<file path="config.mk">
export PLATFORM = sky130hd
export DESIGN_NAME = source_text_tokenizer_core
export DESIGN_NICKNAME = d
export VERILOG_FILES = /design/src/rtl/stt_pkg.sv /design/src/rtl/source_text_tokenizer_core.sv
export SDC_FILE = /design/constraint.sdc
export NUM_CORES = 1
export LEC_CHECK = 0
export BUFFER_PORTS_ARGS = -buffer_cell sky130_fd_sc_hd__buf_2
export CORE_MARGIN = 2
export CORE_UTILIZATION = 45
export DETAILED_ROUTE_END_ITERATION = 7
export GPL_TIMING_DRIVEN = 0
export SLEW_MARGIN = 20
export SYNTH_ARGS = -nofsm -noshare
export SYNTH_HDL_FRONTEND = slang
export SYNTH_SLANG_ARGS = --single-unit
</file>
<file path="constraint.sdc">
create_clock -name clk -period 5.2 [get_ports clk]
set_clock_uncertainty 0.2 [all_clocks]
set_input_delay 0 -clock clk [delete_from_list [all_inputs] [get_ports clk]]
set_output_delay 0 -clock clk [all_outputs]
set_load 0.01 [all_outputs]
</file>
<file path="src/rtl/stt_pkg.sv">
// shared types and constants for the source text tokenizer
package stt_pkg;

  // scanner mode between input words
  typedef enum logic [2:0] {
    MODE_IDLE = 3'd0,
    MODE_ID   = 3'd1,
    MODE_INT  = 3'd2,
    MODE_STR  = 3'd3,
    MODE_EQ   = 3'd4,
    MODE_ERR  = 3'd5
  } mode_t;

  // token kind codes
  localparam logic [4:0] KIND_ID    = 5'd0;
  localparam logic [4:0] KIND_INT   = 5'd1;
  localparam logic [4:0] KIND_STR   = 5'd2;
  localparam logic [4:0] KIND_EQ    = 5'd3;
  localparam logic [4:0] KIND_ARROW = 5'd4;
  localparam logic [4:0] KIND_LPAR  = 5'd5;
  localparam logic [4:0] KIND_RPAR  = 5'd6;
  localparam logic [4:0] KIND_LBRC  = 5'd7;
  localparam logic [4:0] KIND_RBRC  = 5'd8;
  localparam logic [4:0] KIND_LBRK  = 5'd9;
  localparam logic [4:0] KIND_RBRK  = 5'd10;
  localparam logic [4:0] KIND_COLON = 5'd11;
  localparam logic [4:0] KIND_COMMA = 5'd12;
  localparam logic [4:0] KIND_LT    = 5'd13;
  localparam logic [4:0] KIND_GT    = 5'd14;
  localparam logic [4:0] KIND_SEMI  = 5'd15;
  localparam logic [4:0] KIND_EOF   = 5'd16;

  // character codes
  localparam logic [7:0] CH_NUL   = 8'h00;
  localparam logic [7:0] CH_TAB   = 8'h09;
  localparam logic [7:0] CH_LF    = 8'h0A;
  localparam logic [7:0] CH_CR    = 8'h0D;
  localparam logic [7:0] CH_SPACE = 8'h20;
  localparam logic [7:0] CH_QUOTE = 8'h22;
  localparam logic [7:0] CH_LPAR  = 8'h28;
  localparam logic [7:0] CH_RPAR  = 8'h29;
  localparam logic [7:0] CH_COMMA = 8'h2C;
  localparam logic [7:0] CH_COLON = 8'h3A;
  localparam logic [7:0] CH_SEMI  = 8'h3B;
  localparam logic [7:0] CH_LT    = 8'h3C;
  localparam logic [7:0] CH_EQ    = 8'h3D;
  localparam logic [7:0] CH_GT    = 8'h3E;
  localparam logic [7:0] CH_LBRK  = 8'h5B;
  localparam logic [7:0] CH_RBRK  = 8'h5D;
  localparam logic [7:0] CH_LBRC  = 8'h7B;
  localparam logic [7:0] CH_RBRC  = 8'h7D;

  // one result word
  typedef struct packed {
    logic [4:0] token_kind;
    logic [7:0] value_byte;
    logic       byte_valid;
    logic       token_first;
    logic       token_last;
    logic       lex_error;
    logic       last_of_step;
  } res_t;

  // outcome of scanning one byte between tokens
  typedef struct packed {
    logic  has;
    res_t  res;
    mode_t mode;
  } idle_t;

  localparam res_t RES_NONE = '0;

  // build a result word; value is zeroed when not valid
  function automatic res_t mk_res(logic [4:0] kind, logic [7:0] val, logic vld,
                                  logic first, logic last, logic err);
    res_t r;
    r.token_kind   = kind;
    r.value_byte   = vld ? val : 8'h00;
    r.byte_valid   = vld;
    r.token_first  = first;
    r.token_last   = last;
    r.lex_error    = err;
    r.last_of_step = 1'b0;
    return r;
  endfunction

  function automatic logic is_letter(logic [7:0] c);
    return ((c >= 8'h41) && (c <= 8'h5A)) || ((c >= 8'h61) && (c <= 8'h7A));
  endfunction

  function automatic logic is_digit(logic [7:0] c);
    return (c >= 8'h30) && (c <= 8'h39);
  endfunction

  // handling of a byte seen between tokens
  function automatic idle_t scan_idle(logic [7:0] c);
    idle_t o;
    o.has  = 1'b1;
    o.res  = RES_NONE;
    o.mode = MODE_IDLE;
    priority if (c == CH_CR || c == CH_LF || c == CH_SPACE || c == CH_TAB) begin
      o.has = 1'b0;
    end else if (is_letter(c)) begin
      o.res  = mk_res(KIND_ID, c, 1'b1, 1'b1, 1'b0, 1'b0);
      o.mode = MODE_ID;
    end else if (is_digit(c)) begin
      o.res  = mk_res(KIND_INT, c, 1'b1, 1'b1, 1'b0, 1'b0);
      o.mode = MODE_INT;
    end else if (c == CH_EQ) begin
      o.has  = 1'b0;
      o.mode = MODE_EQ;
    end else if (c == CH_QUOTE) begin
      o.res  = mk_res(KIND_STR, CH_NUL, 1'b0, 1'b1, 1'b0, 1'b0);
      o.mode = MODE_STR;
    end else if (c == CH_NUL) begin
      o.res  = mk_res(KIND_EOF, CH_NUL, 1'b0, 1'b1, 1'b1, 1'b0);
    end else if (c == CH_LPAR) begin
      o.res  = mk_res(KIND_LPAR, c, 1'b1, 1'b1, 1'b1, 1'b0);
    end else if (c == CH_RPAR) begin
      o.res  = mk_res(KIND_RPAR, c, 1'b1, 1'b1, 1'b1, 1'b0);
    end else if (c == CH_LBRC) begin
      o.res  = mk_res(KIND_LBRC, c, 1'b1, 1'b1, 1'b1, 1'b0);
    end else if (c == CH_RBRC) begin
      o.res  = mk_res(KIND_RBRC, c, 1'b1, 1'b1, 1'b1, 1'b0);
    end else if (c == CH_LBRK) begin
      o.res  = mk_res(KIND_LBRK, c, 1'b1, 1'b1, 1'b1, 1'b0);
    end else if (c == CH_RBRK) begin
      o.res  = mk_res(KIND_RBRK, c, 1'b1, 1'b1, 1'b1, 1'b0);
    end else if (c == CH_COLON) begin
      o.res  = mk_res(KIND_COLON, c, 1'b1, 1'b1, 1'b1, 1'b0);
    end else if (c == CH_COMMA) begin
      o.res  = mk_res(KIND_COMMA, c, 1'b1, 1'b1, 1'b1, 1'b0);
    end else if (c == CH_LT) begin
      o.res  = mk_res(KIND_LT, c, 1'b1, 1'b1, 1'b1, 1'b0);
    end else if (c == CH_GT) begin
      o.res  = mk_res(KIND_GT, c, 1'b1, 1'b1, 1'b1, 1'b0);
    end else if (c == CH_SEMI) begin
      o.res  = mk_res(KIND_SEMI, c, 1'b1, 1'b1, 1'b1, 1'b0);
    end else begin
      o.res  = mk_res(KIND_ID, CH_NUL, 1'b0, 1'b0, 1'b0, 1'b1);
      o.mode = MODE_ERR;
    end
    return o;
  endfunction

endpackage

</file>
<file path="src/rtl/source_text_tokenizer_core.sv">
// source text tokenizer: byte stream in, token byte words out
//
// Input channel: in_valid / in_stall carry one source byte per word
// (in_char_byte), byte 0 closing the text. Output channel: out_valid /
// out_stall carry one token result per word with kind, byte, first/last
// marks, error flag and a mark on the last word caused by an input byte.
// A byte yields zero, one or two result words.
// The byte is decoded against the scan mode in the same cycle it is
// accepted and its words are written to a four-entry result queue; from
// an empty queue the first word is visible in the cycle after acceptance.
// Throughput is one input byte per cycle while bytes yield at most one
// word and out_stall is low; the output port pops one word per cycle,
// so an '=>' arrow's words leave in turn. in_stall rises when the queue
// holds three or more words, since a byte may need two free entries.
// Reset (synchronous, rst_n low) empties the queue and returns the scan
// mode to idle, clearing a sticky error. While out_stall is high the head
// word holds and the queue fills, then in_stall rises.
module source_text_tokenizer_core (
  input  logic       clk,
  input  logic       rst_n,
  input  logic       in_valid,
  output logic       in_stall,
  input  logic [7:0] in_char_byte,
  output logic       out_valid,
  input  logic       out_stall,
  output logic [4:0] out_token_kind,
  output logic [7:0] out_value_byte,
  output logic       out_byte_valid,
  output logic       out_token_first,
  output logic       out_token_last,
  output logic       out_lex_error,
  output logic       out_last_of_step
);
  import stt_pkg::*;

  localparam int QDEPTH = 4;
  localparam int QAW    = $clog2(QDEPTH);

  mode_t            mode_r, mode_nxt;
  res_t             q_r [QDEPTH];
  logic [QAW-1:0]   wptr_r, rptr_r;
  logic [QAW:0]     cnt_r;
  res_t             slot0, slot1;
  logic [1:0]       nres;
  idle_t            idl;
  logic             in_acc, out_acc;
  logic [QAW-1:0]   wptr_p1;

  assign in_acc  = in_valid && !in_stall;
  assign out_acc = out_valid && !out_stall;
  assign wptr_p1 = wptr_r + 1'b1;

  // decode of the incoming byte against the current mode
  always_comb begin
    idl      = scan_idle(in_char_byte);
    slot0    = RES_NONE;
    slot1    = RES_NONE;
    nres     = 2'd0;
    mode_nxt = mode_r;
    unique case (mode_r)
      MODE_ID, MODE_INT: begin
        if ((mode_r == MODE_ID) ? is_letter(in_char_byte) : is_digit(in_char_byte)) begin
          slot0 = mk_res((mode_r == MODE_ID) ? KIND_ID : KIND_INT, in_char_byte,
                         1'b1, 1'b0, 1'b0, 1'b0);
          nres  = 2'd1;
        end else begin
          slot0    = mk_res((mode_r == MODE_ID) ? KIND_ID : KIND_INT, CH_NUL,
                            1'b0, 1'b0, 1'b1, 1'b0);
          slot1    = idl.res;
          nres     = idl.has ? 2'd2 : 2'd1;
          mode_nxt = idl.mode;
        end
      end
      MODE_STR: begin
        nres = 2'd1;
        if (in_char_byte == CH_QUOTE) begin
          slot0    = mk_res(KIND_STR, CH_NUL, 1'b0, 1'b0, 1'b1, 1'b0);
          mode_nxt = MODE_IDLE;
        end else if (in_char_byte == CH_NUL) begin
          slot0    = mk_res(KIND_ID, CH_NUL, 1'b0, 1'b0, 1'b0, 1'b1);
          mode_nxt = MODE_ERR;
        end else begin
          slot0 = mk_res(KIND_STR, in_char_byte, 1'b1, 1'b0, 1'b0, 1'b0);
        end
      end
      MODE_EQ: begin
        if (in_char_byte == CH_GT) begin
          slot0    = mk_res(KIND_ARROW, CH_EQ, 1'b1, 1'b1, 1'b0, 1'b0);
          slot1    = mk_res(KIND_ARROW, CH_GT, 1'b1, 1'b0, 1'b1, 1'b0);
          nres     = 2'd2;
          mode_nxt = MODE_IDLE;
        end else begin
          slot0    = mk_res(KIND_EQ, CH_EQ, 1'b1, 1'b1, 1'b1, 1'b0);
          slot1    = idl.res;
          nres     = idl.has ? 2'd2 : 2'd1;
          mode_nxt = idl.mode;
        end
      end
      MODE_IDLE: begin
        slot0    = idl.res;
        nres     = idl.has ? 2'd1 : 2'd0;
        mode_nxt = idl.mode;
      end
      default: begin
        slot0    = mk_res(KIND_ID, CH_NUL, 1'b0, 1'b0, 1'b0, 1'b1);
        nres     = 2'd1;
        mode_nxt = MODE_ERR;
      end
    endcase
    // mark the final word of this byte
    if (nres == 2'd2) begin
      slot1.last_of_step = 1'b1;
    end else begin
      slot0.last_of_step = 1'b1;
    end
  end

  // scan mode register
  always_ff @(posedge clk) begin
    if (!rst_n) begin
      mode_r <= MODE_IDLE;
    end else if (in_acc) begin
      mode_r <= mode_nxt;
    end
  end

  // result queue storage
  always_ff @(posedge clk) begin
    if (in_acc && (nres != 2'd0)) begin
      q_r[wptr_r] <= slot0;
    end
    if (in_acc && (nres == 2'd2)) begin
      q_r[wptr_p1] <= slot1;
    end
  end

  // result queue pointers and fill count
  always_ff @(posedge clk) begin
    if (!rst_n) begin
      wptr_r <= '0;
      rptr_r <= '0;
      cnt_r  <= '0;
    end else begin
      if (in_acc) begin
        wptr_r <= wptr_r + QAW'(nres);
      end
      if (out_acc) begin
        rptr_r <= rptr_r + 1'b1;
      end
      cnt_r <= cnt_r + (in_acc ? (QAW+1)'(nres) : '0) - (QAW+1)'(out_acc);
    end
  end

  // handshake and output word
  assign in_stall         = (cnt_r > (QAW+1)'(QDEPTH - 2));
  assign out_valid        = (cnt_r != '0);
  assign out_token_kind   = q_r[rptr_r].token_kind;
  assign out_value_byte   = q_r[rptr_r].value_byte;
  assign out_byte_valid   = q_r[rptr_r].byte_valid;
  assign out_token_first  = q_r[rptr_r].token_first;
  assign out_token_last   = q_r[rptr_r].token_last;
  assign out_lex_error    = q_r[rptr_r].lex_error;
  assign out_last_of_step = q_r[rptr_r].last_of_step;

  // queue never overfills
  a_cnt_bound: assert property (@(posedge clk) disable iff (!rst_n)
    cnt_r <= (QAW+1)'(QDEPTH))
    else $error("result queue count above depth");

  // a byte is taken only with room for two words
  a_room: assert property (@(posedge clk) disable iff (!rst_n)
    in_acc |-> (cnt_r <= (QAW+1)'(QDEPTH - 2)))
    else $error("byte accepted without room for two words");

  // error mode is sticky until reset
  a_err_sticky: assert property (@(posedge clk) disable iff (!rst_n)
    (mode_r == MODE_ERR) |=> (mode_r == MODE_ERR))
    else $error("error mode left without reset");

  // a byte taken in error mode leaves a word queued
  a_err_word: assert property (@(posedge clk) disable iff (!rst_n)
    (in_acc && (mode_r == MODE_ERR)) |=> out_valid)
    else $error("no error word after byte in error mode");

endmodule

</file>
==> results of run 1 <==
==> power by group through the flow <==
stage	logic [mW]	clock network, mW	registers, mW
after CTS	1.02	0.589	0.960
after floorplan	0.694	0	0.961
after global placement	0.963	0	0.972
after global routing	1.11	0.620	0.972
final	1.01	0.580	0.959
after detailed placement	1.01	0	0.975
==> state kept, by name, indices dropped and copies added (netlist names), named ones only <==
name / cells
mode_r: 3
rptr_r: 2
q_r: 72
cnt_r: 3
wptr_r: 2
==> Yosys cell counts (3+ instances only) <==
library cell	instances
sky130_fd_sc_hd__mux2i_1	7
sky130_fd_sc_hd__o211ai_1	6
sky130_fd_sc_hd__o22ai_1	13
sky130_fd_sc_hd__or2_2	3
sky130_fd_sc_hd__a31oi_1	9
sky130_fd_sc_hd__mux4_2	18
sky130_fd_sc_hd__edfxtp_1	72
sky130_fd_sc_hd__o21a_1	7
sky130_fd_sc_hd__inv_1	13
sky130_fd_sc_hd__a211oi_1	9
sky130_fd_sc_hd__nor2_1	37
sky130_fd_sc_hd__nand3b_1	4
sky130_fd_sc_hd__xnor2_1	4
sky130_fd_sc_hd__a21boi_1	4
sky130_fd_sc_hd__nand2b_1	5
sky130_fd_sc_hd__nand2_1	36
sky130_fd_sc_hd__o21ai_2	3
sky130_fd_sc_hd__xor2_1	3
sky130_fd_sc_hd__buf_6	3
sky130_fd_sc_hd__nand4_1	8
sky130_fd_sc_hd__nor2b_1	8
sky130_fd_sc_hd__mux2_2	4
sky130_fd_sc_hd__clkbuf_1	15
sky130_fd_sc_hd__o21ai_0	36
sky130_fd_sc_hd__ha_1	4
sky130_fd_sc_hd__a21oi_1	31
sky130_fd_sc_hd__dfxtp_1	12
sky130_fd_sc_hd__a22oi_1	9
sky130_fd_sc_hd__nor3_1	11
sky130_fd_sc_hd__buf_1	3
sky130_fd_sc_hd__or3_1	4
sky130_fd_sc_hd__nand3_1	11
sky130_fd_sc_hd__and2_1	14
sky130_fd_sc_hd__and3_1	4
sky130_fd_sc_hd__buf_2	10
sky130_fd_sc_hd__o21ai_1	6
==> routing by layer <==
layer  GRT usage [%]  vias up  part of all wire [%]
met5               0        -                     0
met4           8.537        0                   3.0
met3           4.806       28                   7.0
met2           37.29      189                    46
met1           35.28     2156                    44
li1                -     2039                     -
==> how the worst min path moves through the flow <==
| stage | to | slack, ps | from | cells after the start |
|---|---|---|---|---|
| final | mode_r[1] | 140 | in_char_byte[6] | 5 |
| after global routing | mode_r[1] | 190 | in_char_byte[6] | 5 |
| after CTS | mode_r[1] | 120 | in_char_byte[6] | 5 |
| after detailed placement | wptr_r[1] | 130 | rst_n | 3 |
| after global placement | wptr_r[1] | 100 | rst_n | 3 |
| after floorplan | wptr_r[1] | -50 | rst_n | 2 |
==> stage by stage <==
step	area, sq um	setup WS [ps]
floorplan	5308	1660
global placement	5632	-4.503
detailed placement	5709	1547
CTS	6008	1539
global route	6008	1326
finish	6008	1427
==> cell type report <==
class	count	area (sq um)
sequential	84	2402
inverter	13	48.80
buffer	33	166.4
clock buffer	9	225.2
tap	143	178.9
multi-input combinational	370	2721
clock inverter	7	43.79
fill	1038	5459
timing repair buffer	35	221.5
==> kinds of logic after synthesis <==
logic type               Yosys count  synth area share [%]
AO/OA/AOI/OAI                    163                 21.17
AND/OR/NAND/NOR                  166                 17.23
XOR/XNOR                           7                 1.155
flip-flops                        84                 45.26
multiplexers                      29                 9.807
buffers and inverters             46                 4.055
adder cells (fa/ha/maj)            5                 1.320
==> worst max-delay path, cell delays in order (launching register included) <==
cell	delay, ps
sky130_fd_sc_hd__dfxtp_1	380
sky130_fd_sc_hd__or2_2	310
sky130_fd_sc_hd__clkbuf_1	250
sky130_fd_sc_hd__nor2_1	410
sky130_fd_sc_hd__a21oi_1	180
sky130_fd_sc_hd__a21oi_1	570
sky130_fd_sc_hd__a21oi_1	200
sky130_fd_sc_hd__nor3_2	530
sky130_fd_sc_hd__buf_6	230
sky130_fd_sc_hd__buf_4	190
==> cell usage in the layout, fill, tap and decap left out, types with 4 or more instances in the layout <==
| cell type | netlist | layout |
|---|---|---|
| sky130_fd_sc_hd__nand3_1 | 11 | 11 |
| sky130_fd_sc_hd__nand4_1 | 8 | 8 |
| sky130_fd_sc_hd__buf_2 | 10 | 39 |
| sky130_fd_sc_hd__a211oi_1 | 9 | 9 |
| sky130_fd_sc_hd__mux4_2 | 18 | 18 |
| sky130_fd_sc_hd__mux2i_1 | 7 | 7 |
| sky130_fd_sc_hd__clkbuf_16 | 0 | 9 |
| sky130_fd_sc_hd__and3_1 | 4 | 4 |
| sky130_fd_sc_hd__nand2b_1 | 5 | 5 |
| sky130_fd_sc_hd__and2_1 | 14 | 14 |
| sky130_fd_sc_hd__o22ai_1 | 13 | 13 |
| sky130_fd_sc_hd__dfxtp_1 | 12 | 12 |
| sky130_fd_sc_hd__o211ai_1 | 6 | 6 |
| sky130_fd_sc_hd__o21ai_0 | 36 | 36 |
| sky130_fd_sc_hd__nand2_1 | 36 | 36 |
| sky130_fd_sc_hd__nor2b_1 | 8 | 8 |
| sky130_fd_sc_hd__nor2_1 | 37 | 35 |
| sky130_fd_sc_hd__edfxtp_1 | 72 | 72 |
| sky130_fd_sc_hd__ha_1 | 4 | 4 |
| sky130_fd_sc_hd__or3_1 | 4 | 4 |
| sky130_fd_sc_hd__a21boi_1 | 4 | 4 |
| sky130_fd_sc_hd__a31oi_1 | 9 | 9 |
| sky130_fd_sc_hd__clkbuf_1 | 15 | 15 |
| sky130_fd_sc_hd__buf_6 | 3 | 4 |
| sky130_fd_sc_hd__a21oi_1 | 31 | 30 |
| sky130_fd_sc_hd__a22oi_1 | 9 | 9 |
| sky130_fd_sc_hd__nand3b_1 | 4 | 4 |
| sky130_fd_sc_hd__inv_1 | 13 | 13 |
| sky130_fd_sc_hd__o21ai_1 | 6 | 6 |
| sky130_fd_sc_hd__nor3_1 | 11 | 10 |
| sky130_fd_sc_hd__mux2_2 | 4 | 4 |
| sky130_fd_sc_hd__o21a_1 | 7 | 7 |
| sky130_fd_sc_hd__xnor2_1 | 4 | 4 |
==> key figures, run 1 <==
GRT
  – Initial antenna violation count: 0
  – Pin count of the biggest net entering global routing: 19
  – Grt total ovfl: 0
  – Number of global-route vias before repair: 4203
  – Wire length of the first global-routing pass: between 20 and 25 mm
  – Overall routing resource usage: roughly a quarter

STA
  – Final setup violation count: 0
  – Worst rel slew slack: a little over two fifths
  – Period utilization: 72.55%
  – Worst hold-check slack: between 100 and 150 ps
  – Aggregate negative setup slack: 0 ps
  – Unrepaired setup endpoints after global routing: false
  – Worst-Margin Slew: around 860 ps
  – Final critical-path required period: 3773 ps
  – Number of hold violations in the final report: 0
  – Final Slew Violations: 0
  – Upper clock frequency limit: 265.1 MHz

Pwr
  – Clock Power Share: ~23%
  – Power consumption: 2.553 mW
  – Pwr per Cell Area: 425.0 mW/mm^2
  – Total internal power: 1.644 mW
  – Largest voltage drop on the vdd net: between 200 and 250 uV
  – Leakage power figure: 2.129 nW
  – Psw: 0.9090 mW
  – Share of total power consumed by net switching: 35.60%
  – Portion of total power attributed to combinational logic: between 30% and 40%
  – Share of total power in sequential cells: between 30 and 40%

Route
  – Vias: 4412
  – Number of optimization iterations in the first detailed-route pass: 6
  – Routed wirelength normalized by instance count: 21.61 microns
  – Total wirelength of the detailed-routed design: 15.00 mm
  – Number of nets still failing antenna checks after routing: 0
  – DRC Markers: 0
  – Drt initial violations: 437
  – Ratio of routed vias to standard cells: 6.357

CTS
  – # clock sinks: 84
  – TritonCTS Buffers: 9
  – Clock root buffer master: sky130_fd_sc_hd__clkbuf_16
  – Clock latency of the later-clocked register in the worst-skew pair: around 340 ps
  – Count of hold buffers inserted by post-cts repair: 3
  – CTS tree: yes
  – Post-CTS repair timing setup buffer count: 0
  – Maximum root-to-sink buffer count: 2
  – H-tree levels: 3
  – Cts repair resizes: 0
  – Reg clk slew, reported paths: 60 ps

Setup path
  – Type of the setup path with the least slack: flop to flop
  – Critical Path Sink Type: flop
  – Worst-path maximum fanout: 9
  – Slack of the worst reg-to-reg path: 1430 ps
  – Data arrival time of the critical path: 3620 ps
  – Reg-to-reg critical path endpoint: q_r[1][9]
  – Critical Path End: q_r[1][9]
  – R2r startpoint: mode_r[1]
  – Startpoint types: flop
  – Data required, critical path: 5050 ps
  – Length in cells of the worst reg-to-reg path: 9
  – Worst setup path startpoint: mode_r[1]

Logic synthesis
  – Register bit count reported by yosys: 84
  – Mean post-synth cell area: approximately 11 sq um
  – Number of synthesized flops with an enable pin: 72
  – Share of flip-flops with an asynchronous set or reset after synthesis: 0%
  – Warnings, synthesis: 0
  – Most used DFF post-synth: sky130_fd_sc_hd__edfxtp_1
  – Area leader, netlist: sky130_fd_sc_hd__edfxtp_1
  – Gate count after technology mapping: 500
  – Proportion of netlist area held by the largest area contributor: 40.74%
  – Cell variety after synth: 77
  – Post-synthesis instance area: 0.005308 sq mm
  – Leading cell types by total area after synthesis: sky130_fd_sc_hd__edfxtp_1 41%, sky130_fd_sc_hd__mux4_2 7.6%, sky130_fd_sc_hd__dfxtp_1 4.5%, sky130_fd_sc_hd__o21ai_0 3.4%, sky130_fd_sc_hd__a21oi_1 2.9%
  – Post-synth net total: around 520
  – Register area share after synthesis: 45.26%

Floorplan
  – Row cnt: 39
  – Chip Height: 112.6 microns
  – Initial core utilization: 46.28%
  – Total Die Area: 0.01268 sq mm
  – Die W: 112.6 microns
  – Placeable core area: 0.01147 sq mm
  – Ports: 32

Hold path
  – Worst min-delay path category: input pin to flop

Placement
  – Gpl congestion: between 0.9 and 1
  – Post-placement cell count: 675
  – Number of input and output port buffers inserted: 29
  – HPWL after detailed placement: ~11 mm

Final layout
  – Count of non-filler cells in the finished layout: between 600 and 700
  – Share of post-route cells with drive strength above 1: 20.51%
  – Utilization after layout: 52.40%
  – Count of nets after finishing: 563
  – Final antenna diode count: 0
  – Area growth syn-to-layout: 13.20%

Job
  – # Max-Cap Violations: 0

Run status
  – Run status: completed
No activity file was read; power rests on OpenSTA's default activity.
==> run 2, diff against run 1 <==
==> constraint.sdc (replaced) <==
create_clock -name clk -period 3.2 [get_ports clk]
set_clock_uncertainty 0.2 [all_clocks]
set_input_delay 0 -clock clk [delete_from_list [all_inputs] [get_ports clk]]
set_output_delay 0 -clock clk [all_outputs]
set_load 0.01 [all_outputs]
==> run 2 against run 1 <==
Routed wire length grew 0.45%. Sequential cell count stayed put. Sequential share of layout area decreased by 0.26 points. Die area unchanged. Sequential power up 63%. Fmax up 25%. Worst setup slack got worse by 1300 ps. Count of clock-buffer cells in the layout rose by 3.
==> key figures, run 2 (synthesized netlist as in run 1, its figures left out) <==
Run status
  – Run status: completed

STA
  – Final critical-path required period: 3024 ps (-748.4 ps)
  – Worst rel slew slack: 44.58% (+2.7 points)
  – Period utilization: 94.50% (+22 points)
  – Upper clock frequency limit: 330.7 MHz (+25%)
  – Worst hold-check slack: 185.5 ps (+41.31 ps)
  – Number of hold violations in the final report: 0 (unchanged)
  – Final setup violation count: 0 (unchanged)
  – Worst-Margin Slew: 823.8 ps (-40.20 ps)
  – Unrepaired setup endpoints after global routing: false
  – Final Slew Violations: 0 (unchanged)

CTS
  – Clock latency of the later-clocked register in the worst-skew pair: 340 ps (about the same)
  – H-tree levels: 3 (unchanged)
  – Maximum root-to-sink buffer count: 2 (unchanged)
  – TritonCTS Buffers: 9 (unchanged)
  – Clock root buffer master: sky130_fd_sc_hd__clkbuf_16
  – Reg clk slew, reported paths: 60 ps (about the same)
  – # clock sinks: 84 (unchanged)
  – CTS tree: yes

Floorplan
  – Placeable core area: 0.01147 sq mm (unchanged)
  – Die W: 112.6 microns (unchanged)
  – Initial core utilization: 46.28% (unchanged)
  – Chip Height: 112.6 microns (unchanged)
  – Total Die Area: 0.01268 sq mm (unchanged)
  – Ports: 32 (unchanged)
  – Row cnt: 39 (unchanged)

GRT
  – Grt total ovfl: 0 (unchanged)
  – Pin count of the biggest net entering global routing: 19 (unchanged)
  – Overall routing resource usage: 24.47% (-0.078 points)
  – Initial antenna violation count: 0 (unchanged)
  – Wire length of the first global-routing pass: 23.57 mm (-2.0%)
  – Number of global-route vias before repair: 4088 (-2.7%)

Route
  – DRC Markers: 0 (unchanged)
  – Ratio of routed vias to standard cells: 6.295 (-0.97%)
  – Routed wirelength normalized by instance count: 21.71 microns (+0.45%)
  – Number of optimization iterations in the first detailed-route pass: 7 (+1)
  – Drt initial violations: 401 (-8.2%)
  – Vias: 4369 (-0.97%)
  – Total wirelength of the detailed-routed design: 15.07 mm (+0.45%)
  – Number of nets still failing antenna checks after routing: 0 (unchanged)

Final layout
  – Count of nets after finishing: 563 (unchanged)
  – Share of post-route cells with drive strength above 1: 21.96% (+1.5 points)
  – Leading cell type in the layout, fill and taps excluded: sky130_fd_sc_hd__edfxtp_1
  – Post-route standard cell area excluding fillers: 0.006047 sq mm (+0.65%)
  – Flip-flop count of the largest register, all copies and words added: 72 (unchanged)
  – Most frequent cells in the layout: 72 x sky130_fd_sc_hd__edfxtp_1, 39 x sky130_fd_sc_hd__buf_2, 36 x sky130_fd_sc_hd__o21ai_0
  – Area growth syn-to-layout: 13.93%
  – Total of fill cells in the finished design: 1044 (+0.58%)
  – Final antenna diode count: 0 (unchanged)
  – Largest registers: q_r: 72 flops, cnt_r: 3 flops, mode_r: 3 flops
  – Largest register by flop count: q_r
  – Utilization after layout: 52.73% (+0.34 points)

Setup path
  – Slowest library cell on the worst path: sky130_fd_sc_hd__nor2_4
  – Worst-path maximum fanout: 18 (+9)
  – Data required, critical path: 2970 ps (-2080 ps)
  – Data arrival time of the critical path: 2790 ps (-830 ps)
  – Slowest stage delay, CP: 590 ps (+20 ps)
  – Critical Path Sink Type: flop
  – List of cells traversed by the critical path: clkbuf_1 > nor2_1 > clkbuf_1 > a311oi_1 > a31oi_1 > nor2_4
  – Type of the setup path with the least slack: flop to flop
  – Startpoint types: flop
  – Most prevalent standard cell on the critical path: sky130_fd_sc_hd__clkbuf_1

Pwr
  – Pwr per Cell Area: 692.2 mW/mm^2 (+63%)
  – Portion of total power attributed to combinational logic: 40.3% (+0.6 points)
  – Psw: 1.495 mW (+64%)
  – Share of total power in sequential cells: 37.2% (-0.4 points)
  – Total internal power: 2.690 mW (+64%)
  – Largest voltage drop on the vdd net: 379.8 uV (+73%)
  – Leakage power figure: 2.126 nW (-0.16%)
  – Clock Power Share: 22.4% (-0.3 points)
  – Share of total power consumed by net switching: 35.72% (+0.12 points)

Placement
  – Standard cell area after detailed placement: 0.005684 sq mm (-0.44%)
  – Number of input and output port buffers inserted: 29 (unchanged)
  – Gpl congestion: 1.012 (+2.5%)
  – HPWL after detailed placement: 11.03 mm (-1.1%)

Hold path
  – Worst min-delay path category: input pin to flop

Job
  – # Max-Cap Violations: 0 (unchanged)
-- run 2: power groups by stage --
stage          logic, mW  registers, mW  clock network (mW)
3_3_place_gp        1.57           1.58                   0
6_report            1.69           1.56               0.939
5_1_grt             1.84           1.58               0.989
3_5_place_dp        1.64           1.58                   0
2_1_floorplan       1.13           1.56                   0
4_1_cts             1.66           1.56               0.944
-- run 2: per-stage QoR --
| step | cells | setup slack, ps | power [mW] | setup TNS (ps) |
|---|---|---|---|---|
| global placement | 672 | -1115 | 3.149 | -68850 |
| CTS | 693 | 16.31 | 4.162 | 0 |
| finish | 694 | 175.9 | 4.186 | 0 |
| global route | 694 | 7.332 | 4.408 | 0 |
| detailed placement | 673 | -441.8 | 3.220 | -16310 |
| floorplan | 500 | 114.1 | 2.694 | 0 |
-- run 2: area by class of cell --
| type | instances | area [sq um] | area share [%] |
|---|---|---|---|
| multi-input combinational | 370 | 2776 | 45.91 |
| tap | 143 | 178.9 | 2.959 |
| clock buffer | 12 | 236.5 | 3.911 |
| buffer | 32 | 165.2 | 2.731 |
| timing repair buffer | 36 | 212.7 | 3.517 |
| clock inverter | 4 | 26.28 | 0.4345 |
| sequential | 84 | 2402 | 39.73 |
| inverter | 13 | 48.80 | 0.8070 |
-- run 2: critical path, delay by kind of cell (launching register included) --
family,cells,cell delay [ps]
simple gates,2,750
buf+inv,2,750
compound gates,2,460
flops,1,480
-- run 2: final timing paths --
check / from / to / slack, ps / cells after the start
worst min register to register: rptr_r[1] / flop / 390 / 2
worst min-delay path: in_char_byte[6] / mode_r[1] / 190 / 5
worst max-delay path: mode_r[1] / q_r[0][14] / 180 / 6
worst max register to register: mode_r[1] / q_r[0][14] / 180 / 6
-- run 2: metal layers --
metal | vias up | share of wire, % | global-route usage [%] | routed length, microns
met5 | - | 0 | 0 | 0
met4 | 0 | 2.8 | 9.512 | 417
met1 | 2113 | 47 | 35.66 | 7074
met2 | 177 | 45 | 37.09 | 6709
met3 | 38 | 5.8 | 3.564 | 867
li1 | 2041 | - | - | -
-- run 2: what timing repair did --
item | 4_1_cts | 5_1_grt
pin swaps | 1 | 1
hold endpoints to repair | 8 | 0
setup endpoints to repair | 74 | 70
hold buffers | 3 | 0
resized for setup | 3 | 10
setup buffers | 1 | 2
==> run 3, diff against run 2 <==
--- a/config.mk
+++ b/config.mk
@@ -8,6 +8,7 @@
 export BUFFER_PORTS_ARGS = -buffer_cell sky130_fd_sc_hd__buf_2
 export CORE_MARGIN = 2
 export CORE_UTILIZATION = 45
+export CTS_BUF_LIST = sky130_fd_sc_hd__clkbuf_16
 export DETAILED_ROUTE_END_ITERATION = 7
 export GPL_TIMING_DRIVEN = 0
 export SLEW_MARGIN = 20
==> run 3 against run 2 <==
Combinational power about the same. Worst setup slack worse by 34 ps. Highest routed layer unchanged. Via count about the same. First-iteration DRC count down 0.25%. Critical path depth unchanged. Fmax down 1.1%. Non-clock buffer count unchanged. Sequential power about the same. Global-route usage unchanged.
==> key figures, run 3 (synthesized netlist as in run 1, its figures left out) <==
Run status
  – Run status: completed

STA
  – Final setup violation count: 0 (unchanged)
  – Period utilization: 95.57% (+1.1 points)
  – Final critical-path required period: 3058 ps (+34.14 ps)
  – Upper clock frequency limit: 327.0 MHz (-1.1%)
  – Number of hold violations in the final report: 0 (unchanged)
  – Final Slew Violations: 0 (unchanged)
  – Least setup slack across all paths after layout: 141.7 ps (-34.14 ps)
  – Unrepaired setup endpoints after global routing: false
  – Worst rel slew slack: 44.45% (-0.12 points)
  – Worst-Margin Slew: 825.6 ps (+1.818 ps)

Floorplan
  – Initial core utilization: 46.28% (unchanged)
  – Row cnt: 39 (unchanged)
  – Chip Height: 112.6 microns (unchanged)
  – Die W: 112.6 microns (unchanged)
  – Total Die Area: 0.01268 sq mm (unchanged)
  – Placeable core area: 0.01147 sq mm (unchanged)
  – Ports: 32 (unchanged)

Route
  – Vias: 4373 (+0.092%)
  – Routed wirelength normalized by instance count: 21.80 microns (+0.42%)
  – Ratio of routed vias to standard cells: 6.301 (about the same)
  – Number of nets still failing antenna checks after routing: 0 (unchanged)
  – Number of optimization iterations in the first detailed-route pass: 6 (-1)
  – Drt initial violations: 400 (-0.25%)
  – DRC Markers: 0 (unchanged)
  – Total wirelength of the detailed-routed design: 15.13 mm (+0.42%)

Pwr
  – Largest voltage drop on the vdd net: 378.5 uV (-0.34%)
  – Leakage power figure: 2.138 nW (+0.58%)
  – Power consumption: 4.178 mW (-0.18%)
  – Pwr per Cell Area: 690.9 mW/mm^2 (-0.18%)

Setup path
  – Data required, critical path: 2970 ps (about the same)
  – Worst-path maximum fanout: 18 (unchanged)
  – List of cells traversed by the critical path: clkbuf_1 > nor2_1 > clkbuf_1 > a311oi_1 > a31oi_1 > nor2_4
  – Length in cells of the worst reg-to-reg path: 6 (unchanged)
  – Slowest stage delay, CP: 610 ps (+20 ps)
  – R2r startpoint: mode_r[1]
  – Type of the setup path with the least slack: flop to flop
  – Reg-to-reg critical path endpoint: q_r[0][14]
  – Critical Path Sink Type: flop
  – Critical Path End: q_r[0][14]
  – Startpoint types: flop
  – Data arrival time of the critical path: 2830 ps (+40 ps)
  – Most prevalent standard cell on the critical path: sky130_fd_sc_hd__clkbuf_1
  – Worst setup path startpoint: mode_r[1]
  – Slowest library cell on the worst path: sky130_fd_sc_hd__nor2_4
  – Slack of the worst reg-to-reg path: 140 ps (-30 ps)

Final layout
  – Most frequent cells in the layout: 72 x sky130_fd_sc_hd__edfxtp_1, 39 x sky130_fd_sc_hd__buf_2, 36 x sky130_fd_sc_hd__o21ai_0
  – Leading cell type in the layout, fill and taps excluded: sky130_fd_sc_hd__edfxtp_1
  – Largest registers: q_r: 72 flops, cnt_r: 3 flops, mode_r: 3 flops
  – Share of post-route cells with drive strength above 1: 21.96% (unchanged)
  – Count of nets after finishing: 563 (unchanged)
  – Area growth syn-to-layout: 13.93% (unchanged)
  – Footprint of the flip-flops and latches: 0.002402 sq mm (unchanged)
  – Utilization after layout: 52.73% (unchanged)
  – Total of fill cells in the finished design: 1044 (unchanged)
  – Largest register by flop count: q_r
  – Count of non-filler cells in the finished layout: 694 (unchanged)
  – Final antenna diode count: 0 (unchanged)
  – Area taken by multi-input logic gates: 0.002776 sq mm (unchanged)
  – Flip-flop count of the largest register, all copies and words added: 72 (unchanged)

CTS
  – Maximum root-to-sink buffer count: 2 (unchanged)
  – # clock sinks: 84 (unchanged)
  – Clock latency of the later-clocked register in the worst-skew pair: 340 ps (about the same)
  – TritonCTS Buffers: 9 (unchanged)
  – Clock root buffer master: sky130_fd_sc_hd__clkbuf_16
  – CTS tree: yes
  – Reg clk slew, reported paths: 60 ps (about the same)
  – H-tree levels: 3 (unchanged)

GRT
  – Grt total ovfl: 0 (unchanged)
  – Number of global-route vias before repair: 4088 (unchanged)
  – Wire length of the first global-routing pass: 23.57 mm (unchanged)
  – Initial antenna violation count: 0 (unchanged)
  – Overall routing resource usage: 24.47% (unchanged)
  – Pin count of the biggest net entering global routing: 19 (unchanged)

Placement
  – Post-placement cell count: 673 (unchanged)
  – Number of input and output port buffers inserted: 29 (unchanged)
  – Gpl congestion: 1.012 (unchanged)
  – HPWL after detailed placement: 11.03 mm (unchanged)
  – Pre-CTS worst setup slack: -441.8 ps (unchanged)

Hold path
  – Worst min-delay path category: input pin to flop
  – Startpoint of the tightest hold check path: in_char_byte[6]

Job
  – # Max-Cap Violations: 0 (unchanged)
==> run 3: cell count changes in the layout (fill, tap and decap cells not counted) <==
cell / previous run / this run
sky130_fd_sc_hd__inv_1: 13 / 16
sky130_fd_sc_hd__clkbuf_1: 15 / 12
==> run 3: report_power, final <==
| part | switching, mW | total (mW) | internal, mW |
|---|---|---|---|
| clock | 0.416 | 0.930 | 0.514 |
| combinational | 1.02 | 1.69 | 0.673 |
| sequential | 0.0653 | 1.56 | 1.49 |
==> run 3: repair_timing <==
action | CTS | global route
gates resized for setup | 3 | 10
hold endpoints to repair | 8 | 0
gates cloned | 0 | 0
setup buffers | 1 | 2
endpoints found under the setup margin | 74 | 70
pin swaps | 1 | 1
hold buffers | 3 | 0
==> run 3: cell type report <==
| type | instances | share of cell area (%) |
|---|---|---|
| tap | 143 | 2.959 |
| timing repair buffer | 36 | 3.517 |
| buffer | 32 | 2.731 |
| clock buffer | 9 | 3.724 |
| clock inverter | 7 | 0.6207 |
| sequential | 84 | 39.73 |
| inverter | 13 | 0.8070 |
| multi-input combinational | 370 | 45.91 |
==> run 3: through the flow <==
| stage | setup TNS (ps) | cell area (sq um) | hold slack [ps] |
|---|---|---|---|
| global placement | -68850 | 5640 | 94.96 |
| global route | 0 | 6047 | 214.3 |
| detailed placement | -16310 | 5684 | 116.6 |
| floorplan | 0 | 5316 | -46.05 |
| finish | 0 | 6047 | 181.6 |
| CTS | 0 | 5998 | 149.5 |
==> run 3: worst min-delay path by stage <==
stage	end	slack (ps)	cells past startpoint
2_1_floorplan	wptr_r[1]	-50	2
3_3_place_gp	wptr_r[1]	90	3
3_5_place_dp	wptr_r[1]	120	3
4_1_cts	mode_r[1]	150	5
5_1_grt	q_r[0][12]	210	3
6_report	mode_r[1]	180	5
==> run 3: layer usage <==
metal	routed length (microns)	vias up	track usage [%]	share of wire, %
met5	0	-	0	0
met4	410	0	9.512	2.7
met3	814	32	3.564	5.4
met2	6747	169	37.09	45
met1	7158	2130	35.66	47
li1	-	2042	-	-
==> run 3: worst max-delay path: cells and delay by family (launching register included) <==
kind | cells | cell delay [ps]
AOI/OAI and AO/OA | 2 | 450
buffers and inverters | 2 | 750
DFF | 1 | 490
and+or+nand+nor | 2 | 770
